--- src/rtl/core/assert_macros.svh ---
// Assertion helpers shared by the RTL that checks itself.
`ifndef ASSERT_MACROS_SVH
`define ASSERT_MACROS_SVH

// Antecedent holds -> consequent holds in the same cycle.
`define TAFIR_ASSERT_SAME(lbl, ante, cons) \
  lbl: assert property (@(posedge clk) disable iff (!rst_n) (ante) |-> (cons)) \
    else $error("tafir check failed");

// Antecedent holds -> consequent holds in the next cycle.
`define TAFIR_ASSERT_NEXT(lbl, ante, cons) \
  lbl: assert property (@(posedge clk) disable iff (!rst_n) (ante) |=> (cons)) \
    else $error("tafir check failed");

`endif

--- src/rtl/core/tafir_pkg.sv ---
`default_nettype none
package tafir_pkg;

  localparam int SAMPLE_BITS  = 16;
  localparam int DESIGN_TAPS  = 47;
  localparam int TAPS_DEF     = 47;
  localparam int COEF_BITS_DEF = 18;

  typedef struct packed {
    logic signed [SAMPLE_BITS-1:0] rate_x;
    logic signed [SAMPLE_BITS-1:0] rate_y;
    logic signed [SAMPLE_BITS-1:0] rate_z;
  } in_word_t;

  typedef struct packed {
    logic signed [SAMPLE_BITS-1:0] filtered_x;
    logic signed [SAMPLE_BITS-1:0] filtered_y;
    logic signed [SAMPLE_BITS-1:0] filtered_z;
  } out_word_t;

  typedef struct packed {
    logic insert;
    logic rotate;
  } line_ctl_t;

  typedef struct packed {
    logic clear;
    logic mul_en;
  } mac_ctl_t;

  typedef enum logic [1:0] {
    ST_IDLE,
    ST_RUN,
    ST_DRAIN,
    ST_DONE
  } state_t;

  // Low-pass design in Q1.23.
  localparam logic signed [23:0] DESIGN_Q23 [DESIGN_TAPS] = '{
    24'sd0, 24'sd540, 24'sd2276, 24'sd5445, 24'sd10365, 24'sd17420, 24'sd27029,
    24'sd39606, 24'sd55520, 24'sd75038, 24'sd98281, 24'sd125185, 24'sd155467,
    24'sd188609, 24'sd223863, 24'sd260270, 24'sd296694, 24'sd331883, 24'sd364531,
    24'sd393353, 24'sd417167, 24'sd434960, 24'sd445960, 24'sd449682, 24'sd445960,
    24'sd434960, 24'sd417167, 24'sd393353, 24'sd364531, 24'sd331883, 24'sd296694,
    24'sd260270, 24'sd223863, 24'sd188609, 24'sd155467, 24'sd125185, 24'sd98281,
    24'sd75038, 24'sd55520, 24'sd39606, 24'sd27029, 24'sd17420, 24'sd10365,
    24'sd5445, 24'sd2276, 24'sd540, 24'sd0
  };

  // Round a Q1.23 design tap half up to Q1.(cb-1); taps past the design are zero.
  function automatic logic signed [31:0] coef_q(input int k, input int cb);
    logic signed [31:0] q;
    int s;
    q = 32'sd0;
    s = 24 - cb;
    if (k < DESIGN_TAPS) begin
      q = 32'(DESIGN_Q23[k]);
    end
    if (s > 0) begin
      q = (q + (32'sd1 <<< (s - 1))) >>> s;
    end
    return q;
  endfunction

endpackage
`default_nettype wire

--- src/rtl/core/tafir_cell.sv ---
`default_nettype none
module tafir_cell (
  input  wire logic               clk,
  input  wire logic               rst_n,
  input  wire logic               en,
  input  wire tafir_pkg::in_word_t d,
  output tafir_pkg::in_word_t     q
);

  tafir_pkg::in_word_t val_r;

  always_ff @(posedge clk) begin
    if (!rst_n) begin
      val_r <= '0;
    end else if (en) begin
      val_r <= d;
    end
  end

  assign q = val_r;

endmodule
`default_nettype wire

--- src/rtl/core/tafir_line.sv ---
`default_nettype none
module tafir_line #(
  parameter int TAPS = tafir_pkg::TAPS_DEF
) (
  input  wire logic                clk,
  input  wire logic                rst_n,
  input  wire tafir_pkg::line_ctl_t ctl,
  input  wire tafir_pkg::in_word_t  new_word,
  output tafir_pkg::in_word_t      tail
);

  tafir_pkg::in_word_t cell_q [TAPS];
  tafir_pkg::in_word_t head_d;
  logic                shift_en;

  // Insert pushes the newest word in at the head and drops the oldest;
  // rotate wraps the tail back to the head.
  assign head_d   = ctl.insert ? new_word : cell_q[TAPS-1];
  assign shift_en = ctl.insert | ctl.rotate;

  for (genvar g = 0; g < TAPS; g++) begin : g_cell
    if (g == 0) begin : g_head
      tafir_cell u_cell (
        .clk   (clk),
        .rst_n (rst_n),
        .en    (shift_en),
        .d     (head_d),
        .q     (cell_q[g])
      );
    end else begin : g_body
      tafir_cell u_cell (
        .clk   (clk),
        .rst_n (rst_n),
        .en    (shift_en),
        .d     (cell_q[g-1]),
        .q     (cell_q[g])
      );
    end
  end

  assign tail = cell_q[TAPS-1];

endmodule
`default_nettype wire

--- config.mk ---
export PLATFORM = sky130hd
export DESIGN_NAME = tafir_line
export DESIGN_NICKNAME = d
export VERILOG_FILES = /design/src/rtl/core/assert_macros.svh /design/src/rtl/core/tafir_pkg.sv /design/src/rtl/core/tafir_cell.sv /design/src/rtl/core/tafir_line.sv
export SDC_FILE = /design/constraint.sdc
export NUM_CORES = 2
export LEC_CHECK = 0
export ABC_AREA = 1
export CAP_MARGIN = 20
export CORE_ASPECT_RATIO = 1.25
export CORE_UTILIZATION = 60
export CTS_CLUSTER_DIAMETER = 150
export CTS_CLUSTER_SIZE = 28
export DETAILED_ROUTE_END_ITERATION = 16
export DONT_BUFFER_PORTS = 1
export GPL_TIMING_DRIVEN = 1
export PLACE_DENSITY = 0.86
export SYNTH_ARGS = -nofsm -noshare
export SYNTH_HDL_FRONTEND = slang
export SYNTH_SLANG_ARGS = --single-unit
--- constraint.sdc ---
create_clock -name clk -period 3.5 [get_ports clk]
set_clock_uncertainty 0.1 [all_clocks]
set_input_delay 0.7 -clock clk [delete_from_list [all_inputs] [get_ports clk]]
set_output_delay 0.7 -clock clk [all_outputs]
set_load 0.01 [all_outputs]
## Word-level counts from Yosys, hierarchy flattened

Index checks and enable logic that the tools add are counted.

| storage, ports and cells | value |
|---|---|
| flip-flop bits (word level) | 2256 |
| input port bits | 52 |
| output and inout port bits | 48 |
| logic and storage cells | 143 |

| cells by class | value |
|---|---|
| mux-type cells | 1 |
| bitwise gates (word level) | 1 |

Operators with widths:

| kind | number |
|---|---|
| $mux 48 | 1 |
| $or 1x1->1 | 1 |

## Longest topological paths before layout

| depth | value |
|---|---|
| depth after elaboration | 1 |
| gate-level depth with buffers | 8 |
| mapped depth without buffers | 5 |

## Hierarchy

A second synthesis with hierarchy kept.

| unflattened totals | value |
|---|---|
| cell total of the unflattened synthesis | 14445 |
| area total of the unflattened synthesis | 93370.8 um^2 |

Modules (own cells, without submodules):

| module | instances | cells each | area an instance (um^2) | sequential area each (um^2) |
|---|---|---|---|---|
| tafir_cell | 47 | 304 | 1973.1 | 960.9 |
| tafir_line | 1 | 157 | 633.1 | 0.0 |

## Worst setup path after synthesis

OpenSTA, ideal clock, no wires.

| timing path | value |
|---|---|
| path type | input port to flip-flop |
| from | input ctl[0] (netlist bit) |
| to | register g_cell[1].g_body.u_cell.val_r, in the netlist g_cell[1].g_body.u_cell.q[0] |
| library setup time | 116 ps |
| data arrival time | 1614 ps |
| required time | 3284 ps |
| path slack | 1670 ps |
| stages | 8 |
| path buffers | 4 |
| cell sequence | nor2_1 inv_2 buf_4 buf_4 buf_4 buf_2 nor2_1 nor2_1 |

| on the way | value |
|---|---|
| cells in the longest elaborated chain, start to end | 1 |

RTL lines:

| what | RTL line | RTL |
|---|---|---|
| start: declaration | tafir_line.sv:7 | `input wire tafir_pkg::line_ctl_t ctl,` |
| $or 1x1->1 | tafir_line.sv:19 | `assign shift_en = ctl.insert \| ctl.rotate;` |
| end signal: assignment | tafir_cell.sv:14 | `val_r <= '0;` |
| end signal: assignment | tafir_cell.sv:16 | `val_r <= d;` |
| end: declaration | tafir_cell.sv:10 | `tafir_pkg::in_word_t val_r;` |

Every way passes these cells.
A chain may end at the register's enable or synchronous reset.

==> results.txt <==
----------------------------------------------------
[GRT]
  Global-route track usage on met2 ... 0.378
  Residual overflow from global routing ... 0
  Vias in the first global route ... between 50000 and 60000
  Global-route wire length before repair ... 244000 um
  Global routing usage on met1 ... 0.265
  Initial antenna violation count ... 0
  Met3 capacity usage during global routing ... 0.0204
  Pin count of the biggest net entering global routing ... roughly 2300
  GRT Total Usage ... 0.210
  Busiest layer in global routing ... met2

[Synthesis]
  Yosys cell types ... 11
  Combined area of all synthesized cells ... between 70000 and 80000 um2
  Proportion of synthesized area in mux cells ... 0
  Portion of the post-synthesis area used by sequential elements ... 0.578
  Synthesized net count ... 10221
  Synthesized netlist cell count ... 10169
  Compound-gate portion of the synthesized area ... 0.138
  Post-synthesis simple-gate area fraction ... 0.233
  Mean instance size in the synthesized netlist ... between 7 and 8 um2
  Adder-cell share of the synthesized area ... 0
  Synth Area in XOR/XNOR ... 0
  Number of synthesized register bits ... 2256
  Synthesis Warnings ... 0
  Combinational family with the most area after synthesis ... simple AND/OR/NAND/NOR gates

[Timing]
  Setup TNS ... 0 ps
  Tcrit/Tclk final ... 0.869
  Final Critical Period ... 3040 ps
  Unrepaired setup endpoints after global routing ... false
  Final Hold Vio Count ... 0
  Max frequency ... ~0.33 GHz
  Total of endpoints with negative setup slack in the final report ... 0
  Rel. slew slack ... 0.176
  Tightest Pin Transition ... 1240 ps
  Number of slew-limit violations in the final report ... 0

[Power]
  Power Density ... about 540 nW/um2
  Leakage power of the design ... around 36 nW
  Overall Power ... 43.7 mW
  Worst vdd rail ir drop ... 0.549 mV

[Clock network]
  Level count of the clock H-tree ... 3
  Count of clock tree sinks ... 2256
  Post CTS Setup Buffer Count ... 0
  Post-CTS clock slew at the launch and capture registers of the worst setup and hold paths ... ~100 ps
  Insertion delay of the later-clocked pin in the worst-skew pair ... 740 ps
  CTS tree ... built
  Maximum number of buffers from clock root to sink ... 3
  CTS buffer count ... 90
  Root cell of the clock tree ... clkbuf_16

[Die]
  Initial core utilization ... 0.607
  Core region area ... 129000 um2
  Die width ... 325 um
  Die Y ... just over 400 um
  Top Ports ... 100
  FP Rows ... 147
  Die Footprint ... 132000 um2

[Setup path]
  CP arrival ... 3620 ps
  Worst setup EP type ... flop
  Data required time of the worst path ... 4070 ps
  Category of the most critical setup path ... in -> reg
  Startpoint types ... input pin
  Max Fanout on Critical Path ... approximately 230

[Flow run]
  Max Cap Violations ... 0

[Detailed routing]
  Number of DRC violations after detailed-routing iteration 0 ... 4898
  Number of vias in the routed layout ... between 60000 and 70000
  Total DRC errors in the routed layout ... 0
  Drt wl/cell ... 13.0 um
  Count of nets left with antenna violations after detail routing ... 0
  Via-to-Cell Ratio ... between 5 and 6
  DR pass1 iterations ... 5
  Post-detailed-routing wire length ... about 150000 um

[Hold path]
  Worst hold path class ... in -> reg

[Place]
  Placed inst area ... 77900 um2
  Routability-driven placement congestion ratio ... approximately 0.83
  Detailed placement HPWL ... ~81000 um
  Port Buffers ... 0
  Number of placed instances with taps included ... 11169

[Outcome]
  Run status ... finished, final reports clean

[Final layout]
  Post-route non-filler standard cell count ... around 11000
  Share of final-layout standard cells stronger than drive strength 1 ... 0.0216
  Post-route design area ... between 80000 and 90000 um2
  Post-layout utilization of the core ... 0.626
  Area growth from synthesis to layout ... 3.12%
  Diodes inserted ... 0
  Layout Nets ... 9614

----------------------------------------------------
## placed cells by master (no fill, tap or decap)
master         instances
buf_16                 5
buf_12                41
o21ai_0             2162
clkbuf_16             94
dfxtp_1             2256
buf_4                 56
inv_1                 95
clkinv_16              2
inv_6                  4
clkinv_8               2
nand2_1              332
nor2_1              4512
dlygate4sd3_1          5
nor2_4                 1
clkinvlp_4             1
inv_8                  1
## layout make-up
cell class / count / area (um2)
clock inverter: 9 / 135
multi-input combinational: 7007 / 29000
clock buffer: 90 / 2250
tap: 1713 / 2140
fill: 10821 / 48100
inverter: 96 / 368
timing repair buffer: 111 / 1530
sequential: 2256 / 45200
## kinds of logic (layout without fill, tap and decap cells)
family	Yosys count	after routing
compound gates	2162	2162
buf+inv	906	306
flops	2256	2256
simple gates	4845	4845
## stage by stage
| step | setup slack (ps) | hold slack, ps |
|---|---|---|
| floorplan | 1670 | 349 |
| global placement | 897 | 355 |
| detailed placement | 920 | 365 |
| CTS | 1340 | 33.0 |
| global route | 253 | -5.62 |
| finish | 457 | 0.218 |
## worst paths after layout
check                                 startpoint                              to  slack, ps  depth (start not counted)
setup / recovery                           rst_n  g_cell[26].g_body.u_cell.q[44]        460                          6
hold / removal                             rst_n   g_cell[1].g_body.u_cell.q[14]        0.2                          2
setup reg to reg  g_cell[46].g_body.u_cell.q[40]   g_cell[0].g_head.u_cell.q[40]       2330                          4
hold reg to reg   g_cell[17].g_body.u_cell.q[26]  g_cell[17].g_body.u_cell.q[26]        380                          2
## power by group
part	internal [mW]	switching [mW]
clock network	4.71	7.51
logic	1.14	2.29
registers	27.3	0.817
## per-layer routing
| layer | share of wire | wire [um] | vias up |
|---|---|---|---|
| li1 | - | - | 30716 |
| met1 | 0.45 | 65500 | 28337 |
| met2 | 0.50 | 72700 | 934 |
| met3 | 0.035 | 5080 | 166 |
| met4 | 0.021 | 3050 | 0 |
| met5 | 0 | 0 | - |
## cells in the mapped netlist, drive strengths merged
cell type  count  area [um2]
inv           96         360
dfxtp       2256       45200
clkbuf       496        1860
nand2        332        1250
buf          314        1770
o21ai       2162       10800
nor2        4513       16900
## worst max-delay path, stage by stage
cell and delay (ps):
buf_16 480, buf_16 550, buf_16 470, clkbuf_16 720, o21ai_0 200, nor2_1 170
## sequential cells by signal, summed over array words and instances (netlist names)
signal	cells
g_cell.g_head.u_cell.q	48
g_cell.g_body.u_cell.q	2208
## timing repair
| item | CTS | global route |
|---|---|---|
| hold buffers | 0 | 5 |
| gates resized for setup | 0 | 0 |
| endpoints found under the setup margin | 0 | 801 |
| hold endpoints to repair | 0 | 5 |
No activity file was read; power rests on OpenSTA's default activity.
