==> config.mk <==
export PLATFORM = sky130hd
export DESIGN_NAME = tafir_mac
export DESIGN_NICKNAME = d
export VERILOG_FILES = /design/src/rtl/core/assert_macros.svh /design/src/rtl/core/tafir_pkg.sv /design/src/rtl/core/tafir_mac.sv
export SDC_FILE = /design/constraint.sdc
export NUM_CORES = 2
export LEC_CHECK = 0
export ABC_AREA = 1
export BUFFER_PORTS_ARGS = -buffer_cell sky130_fd_sc_hd__buf_4
export CAP_MARGIN = 20
export CORE_MARGIN = 4
export CORE_UTILIZATION = 45
export CTS_CLUSTER_SIZE = 20
export DETAILED_ROUTE_END_ITERATION = 7
export SETUP_SLACK_MARGIN = 0.5
export SYNTH_ARGS = -nofsm -noshare
export SYNTH_HDL_FRONTEND = slang
export SYNTH_SLANG_ARGS = --single-unit
==> constraint.sdc <==
create_clock -name clk -period 9.1 [get_ports clk]
set_clock_uncertainty 0.05 [all_clocks]
set_input_delay 2.73 -clock clk [delete_from_list [all_inputs] [get_ports clk]]
set_output_delay 2.73 -clock clk [all_outputs]
set_load 0.02 [all_outputs]
==> src/rtl/core/assert_macros.svh <==
// Assertion helpers shared by the RTL that checks itself.
`ifndef ASSERT_MACROS_SVH
`define ASSERT_MACROS_SVH

// Antecedent holds -> consequent holds in the same cycle.
`define TAFIR_ASSERT_SAME(lbl, ante, cons) \
  lbl: assert property (@(posedge clk) disable iff (!rst_n) (ante) |-> (cons)) \
    else $error("tafir check failed");

// Antecedent holds -> consequent holds in the next cycle.
`define TAFIR_ASSERT_NEXT(lbl, ante, cons) \
  lbl: assert property (@(posedge clk) disable iff (!rst_n) (ante) |=> (cons)) \
    else $error("tafir check failed");

`endif

==> src/rtl/core/tafir_pkg.sv <==
`default_nettype none
package tafir_pkg;

  localparam int SAMPLE_BITS  = 16;
  localparam int DESIGN_TAPS  = 47;
  localparam int TAPS_DEF     = 47;
  localparam int COEF_BITS_DEF = 18;

  typedef struct packed {
    logic signed [SAMPLE_BITS-1:0] rate_x;
    logic signed [SAMPLE_BITS-1:0] rate_y;
    logic signed [SAMPLE_BITS-1:0] rate_z;
  } in_word_t;

  typedef struct packed {
    logic signed [SAMPLE_BITS-1:0] filtered_x;
    logic signed [SAMPLE_BITS-1:0] filtered_y;
    logic signed [SAMPLE_BITS-1:0] filtered_z;
  } out_word_t;

  typedef struct packed {
    logic insert;
    logic rotate;
  } line_ctl_t;

  typedef struct packed {
    logic clear;
    logic mul_en;
  } mac_ctl_t;

  typedef enum logic [1:0] {
    ST_IDLE,
    ST_RUN,
    ST_DRAIN,
    ST_DONE
  } state_t;

  // Low-pass design in Q1.23.
  localparam logic signed [23:0] DESIGN_Q23 [DESIGN_TAPS] = '{
    24'sd0, 24'sd540, 24'sd2276, 24'sd5445, 24'sd10365, 24'sd17420, 24'sd27029,
    24'sd39606, 24'sd55520, 24'sd75038, 24'sd98281, 24'sd125185, 24'sd155467,
    24'sd188609, 24'sd223863, 24'sd260270, 24'sd296694, 24'sd331883, 24'sd364531,
    24'sd393353, 24'sd417167, 24'sd434960, 24'sd445960, 24'sd449682, 24'sd445960,
    24'sd434960, 24'sd417167, 24'sd393353, 24'sd364531, 24'sd331883, 24'sd296694,
    24'sd260270, 24'sd223863, 24'sd188609, 24'sd155467, 24'sd125185, 24'sd98281,
    24'sd75038, 24'sd55520, 24'sd39606, 24'sd27029, 24'sd17420, 24'sd10365,
    24'sd5445, 24'sd2276, 24'sd540, 24'sd0
  };

  // Round a Q1.23 design tap half up to Q1.(cb-1); taps past the design are zero.
  function automatic logic signed [31:0] coef_q(input int k, input int cb);
    logic signed [31:0] q;
    int s;
    q = 32'sd0;
    s = 24 - cb;
    if (k < DESIGN_TAPS) begin
      q = 32'(DESIGN_Q23[k]);
    end
    if (s > 0) begin
      q = (q + (32'sd1 <<< (s - 1))) >>> s;
    end
    return q;
  endfunction

endpackage
`default_nettype wire

==> src/rtl/core/tafir_mac.sv <==
`default_nettype none
module tafir_mac #(
  parameter int TAPS      = tafir_pkg::TAPS_DEF,
  parameter int COEF_BITS = tafir_pkg::COEF_BITS_DEF
) (
  input  wire logic                   clk,
  input  wire logic                   rst_n,
  input  wire tafir_pkg::mac_ctl_t    ctl,
  input  wire tafir_pkg::in_word_t    sample,
  input  wire logic signed [COEF_BITS-1:0] coef,
  output tafir_pkg::out_word_t        result
);

  localparam int SW    = tafir_pkg::SAMPLE_BITS;
  localparam int PW    = SW + COEF_BITS;
  localparam int ACC_W = PW + $clog2(TAPS) + 1;
  localparam int RW    = ACC_W + 2 - COEF_BITS;
  localparam logic signed [ACC_W:0] RND = (ACC_W + 1)'(1) <<< (COEF_BITS - 2);
  localparam logic signed [SW-1:0] SAT_MAX = {1'b0, {(SW - 1){1'b1}}};
  localparam logic signed [SW-1:0] SAT_MIN = {1'b1, {(SW - 1){1'b0}}};

  logic signed [SW-1:0]    smp   [3];
  logic signed [PW-1:0]    prod_r [3];
  logic signed [ACC_W-1:0] acc_r [3];
  logic signed [SW-1:0]    fin   [3];
  logic                    prod_vld_r;

  assign smp[0] = sample.rate_x;
  assign smp[1] = sample.rate_y;
  assign smp[2] = sample.rate_z;

  always_ff @(posedge clk) begin
    if (!rst_n) begin
      prod_vld_r <= 1'b0;
    end else begin
      prod_vld_r <= ctl.mul_en;
    end
  end

  for (genvar a = 0; a < 3; a++) begin : g_axis
    logic signed [ACC_W:0]  rnd;
    logic signed [RW-1:0]   sh;
    logic [RW-SW:0]         top;

    always_ff @(posedge clk) begin
      if (ctl.mul_en) begin
        prod_r[a] <= smp[a] * coef;
      end
      if (ctl.clear) begin
        acc_r[a] <= '0;
      end else if (prod_vld_r) begin
        acc_r[a] <= acc_r[a] + ACC_W'(prod_r[a]);
      end
    end

    // Round half up, floor-shift out the fraction, saturate.
    assign rnd = $signed({acc_r[a][ACC_W-1], acc_r[a]}) + RND;
    assign sh  = rnd[ACC_W:COEF_BITS-1];
    assign top = sh[RW-1:SW-1];

    always_comb begin
      if ((&top) || !(|top)) begin
        fin[a] = sh[SW-1:0];
      end else if (sh[RW-1]) begin
        fin[a] = SAT_MIN;
      end else begin
        fin[a] = SAT_MAX;
      end
    end
  end

  assign result.filtered_x = fin[0];
  assign result.filtered_y = fin[1];
  assign result.filtered_z = fin[2];

endmodule
`default_nettype wire

=== Word-level counts from Yosys, hierarchy flattened ===
Memories as Yosys holds them, arrays and structs flattened.
Cells that the tools add are included.

* Bitwise logic cells: 3
* Multiply operators: 3
* Multiplexer cells: 16
* Reductions and logical operators: 12
* Add/sub/neg operators: 6

{| class="wikitable"
|+ Operators by type and width
! operator !! number
|-
| $add 41x18->42 const B || 3
|-
| $add 41x34->41 || 3
|-
| $mux 41 || 3
|-
| $mul 16x18->34 || 3
|-
| $mux 16 || 6
|-
| $reduce_and 10->1 || 3
|-
| $reduce_or 10->1 || 3
|-
| $mux 1 || 7
|-
| $logic_not 1->1 || 3
|-
| $logic_or 1x1->1 || 3
|-
| $or 1x1->1 || 3
|}

* Bits in writable memories: 225
* Memories kept: 2
* Word-level logic and storage cells: 43
* Input bits: 70
* Bits in registers: 1
* Output and inout port bits: 48

{| class="wikitable"
|+ Memory list
! memory !! depth !! width !! rd ports !! clocked after Yosys merged registers in !! write ports !! RTL line !! RTL
|-
| acc_r || 3 || 41 || 3 || 0 || 3 || tafir_mac.sv:24 || <nowiki>logic signed [ACC_W-1:0] acc_r [3];</nowiki>
|-
| prod_r || 3 || 34 || 3 || 0 || 3 || tafir_mac.sv:23 || <nowiki>logic signed [PW-1:0] prod_r [3];</nowiki>
|}

=== Logic depth before layout (Yosys ltp) ===
* Word-level depth: 5
* Depth in mapped cells: 27
* Gate-level depth less buffers: 25

=== Worst setup path after synthesis ===
Ideal clock, no wire load.

* Path type: input to register
* Start: input port coef[17]
* End: memory prod_r[0][63] (netlist bit), data pin
* Required time: 8,797 ps
* Arrival: 7,959 ps
* Buffers on the path: 2
* Path slack: 839 ps
* Cell stages on the path: 22
* Setup time: 253 ps
* Cell sequence: clkbuf_1 -> clkbuf_1 -> nand2_1 -> inv_1 -> fa_1 -> fa_1 -> fa_1 -> fa_1 -> fa_1 -> inv_1 -> fa_1 -> inv_1 -> ha_1 -> nand2_1 -> nor2_1 -> inv_1 -> nor2_1 -> inv_1 -> o211ai_1 -> a21oi_1 -> nand2_1 -> nand2_1

{| class="wikitable"
|+ RTL lines
! what !! RTL line !! RTL
|-
| from (decl) || tafir_mac.sv:10 || <nowiki>input wire logic signed [COEF_BITS-1:0] coef,</nowiki>
|-
| to (decl) || tafir_mac.sv:23 ||
|}

==> key figures <==
Outcome
  – Status: finished, final reports clean

Min path
  – Hold/Removal Path Class: flip-flop to flip-flop

Synthesis
  – Top cells by count, synth: nand2_1 (1802), inv_1 (1760), fa_1 (873), nor2_1 (595), ha_1 (381)
  – Register area share after synthesis: 13.0%
  – Ys flop type: edfxtp_1
  – Most frequent cell after synthesis: nand2_1
  – Synthesized flop and latch total: approximately 230
  – Ys Warns: 0
  – Cells after synthesis: ~7000
  – Area contributors post-synth: fa_1 (33%), nand2_1 (13%), edfxtp_1 (13%), inv_1 (13%), ha_1 (9.1%)
  – Synth top area share: 33.4%
  – Post-synth EDFFs: about 230
  – Async S/R FF share, synth: 0%
  – Synthesized area: around 52000 um^2
  – Cell variety after synth: 45
  – Synth area leader: fa_1
  – Post-Syn Area per Cell: 7.48 um^2
  – Syn nets: 8315

Worst setup path
  – CP startpoint: coef[17]
  – Type of origin of the critical path: input port
  – Reg2reg start: acc_r[1][0]
  – Crit path capture: prod_r[0][67]
  – Worst EP arrival: between 8000 and 9000 ps
  – Crit path required time: 9350 ps
  – Worst Path Max Fanout: 30
  – Reg-to-reg endpoint: acc_r[1][32]
  – FF-to-FF path depth: 13
  – R2R Setup Slk: 5520 ps
  – Setup Crit Path Kind: input port to flip-flop
  – Worst setup EP type: flip-flop

STA
  – Setup TNS Final: 0 ps
  – RSZ-0062 raised after global routing: no
  – Final setup viols: 0
  – Slew Viols, Final: 0
  – Slew HR: 36.0%
  – Worst-Margin Slew: between 900 and 1000 ps
  – Setup WS post-layout: just over 800 ps
  – Final Critical Period: 8270 ps
  – Fmax: approximately 120 MHz
  – Hold Fails Final Rpt: 0
  – Period utilisation layout: 90.9%

Route
  – Via density per instance: around 5
  – DRT Wirelength: around 150000 um
  – Avg WL per Cell: between 15 and 20 um
  – Drt initial violations: around 3000
  – Number of remaining DRC errors: 0
  – Via count: around 43000
  – Post-route ant nets: 0
  – Pre-Repair DR Iteration Count: 5

Global route
  – Gr usage total: between 20% and 30%
  – Initial antenna violation count: 3
  – Grt ovf: 0
  – Vias in the first global route: roughly 45000
  – Largest net degree at the start of global routing: 61
  – First-pass GRT wire length: between 200000 and 250000 um

CTS
  – Postcts setup bufs: 0
  – Root Buffer: clkbuf_16
  – CTS sink count: ~230
  – Post-CTS resize count: 0
  – CTS Buf Count: 28
  – Clk pin slew, worst setup/hold paths: about 60 ps
  – Clk buf depth: 3
  – Hold Buf Count CTS: 0
  – CTS tree: done
  – # H-tree levels: 1
  – Clock latency on the worst-skew pair: between 500 and 600 ps

Placed design
  – Port-buffer cells: 117
  – Dpl hpwl: 125000 um
  – DP Area: about 55000 um^2
  – Pre-CTS WS: approximately 220 ps
  – Routability cong.: between 0.9 and 1

Die
  – I/O Pins: about 120
  – Die Width: around 350 um
  – Die Area: between 100000 and 150000 um^2
  – Initial Util: between 40% and 50%
  – Core Region: ~110000 um^2
  – Rows: 124
  – Die height: between 300 and 400 um

Cells and area
  – Ratio of cells with drive above 1 in the final layout: about 3.4%
  – Layout overhead on the synthesized area: 6.42%
  – Fin util: 48.5%
  – Fin nets: 8311
  – Post-Layout Inst Area: around 56000 um^2

Run
  – # Max-Cap Violations: 0
through the flow:
| stage | hold WS, ps | cells |
|---|---|---|
| 2_1_floorplan | 580 | 6991 |
| 3_3_place_gp | 597 | 8469 |
| 3_5_place_dp | 606 | 8469 |
| 4_1_cts | 622 | 8519 |
| 5_1_grt | 655 | 8521 |
| 6_report | 624 | 8521 |
area by class of cell:
class | instances | area, um^2
sequential | 226 | 6780
antenna | 2 | 5.00
fill | 11659 | 59100
tap | 1512 | 1890
timing repair buffer | 168 | 1310
inverter | 1761 | 6610
clock inverter | 17 | 191
multi-input combinational | 4802 | 38200
clock buffer | 33 | 741
routing by layer:
metal  routed length (um)  GRT usage, %  up-vias
met3                 8880          2.39      148
li1                     -             -    20839
met4                 2760          4.91        2
met5                   20             0        -
met1                70800          37.1    20987
met2                69200          41.0     1171
worst min-delay path by stage:
stage                        startpoint           to  slack (ps)  depth (start not counted)
after floorplan            prod_r[0][0]  acc_r[0][0]         580                          3
after global placement    prod_r[0][34]  acc_r[1][0]         600                          3
after detailed placement  prod_r[0][68]  acc_r[2][0]         610                          3
after CTS                 prod_r[0][68]  acc_r[2][0]         620                          3
after global routing      prod_r[0][68]  acc_r[2][0]         650                          3
final                     prod_r[0][34]  acc_r[1][0]         620                          3
kinds of logic (layout without fill, tap and decap cells):
group | count (synthesis) | after routing | share of synthesized area, %
AOI/OAI and AO/OA | 660 | 660 | 7.06
xor gates and xnor gates | 156 | 156 | 2.61
adders and majority gates | 1254 | 1254 | 42.5
buffers and inverters | 1963 | 1979 | 14.1
DFF | 226 | 226 | 13.0
other | 0 | 2 | 0
and+or+nand+nor | 2732 | 2732 | 20.7
worst max-delay path, cell delays in order:
cell and delay [ps]:
buf_4 370, nand2_1 180, inv_1 150, fa_1 540
fa_1 910, fa_1 530, fa_1 600, fa_1 450
fa_1 440, ha_1 370, a21oi_1 280, o21ai_0 260
a211oi_1 380, nand3_1 140, xor2_1 170
registers in the layout (all words and copies together), names as in the netlist:
register,cells
acc_r,123
prod_vld_r,1
prod_r,102
placed cells by master, fill, tap and decap left out, drive strengths merged, types with 46 or more instances in the layout:
| cell | count |
|---|---|
| buf | 168 |
| xor2 | 100 |
| nand3 | 188 |
| ha | 381 |
| edfxtp | 225 |
| nand2 | 1808 |
| nand4 | 46 |
| a21oi | 307 |
| fa | 873 |
| nor2 | 601 |
| inv | 1763 |
| o21ai | 190 |
| xnor2 | 56 |
| nor3 | 66 |
Power is not shown: default switching activity piles up to over one toggle a cycle in this logic, so the estimate is an artifact.
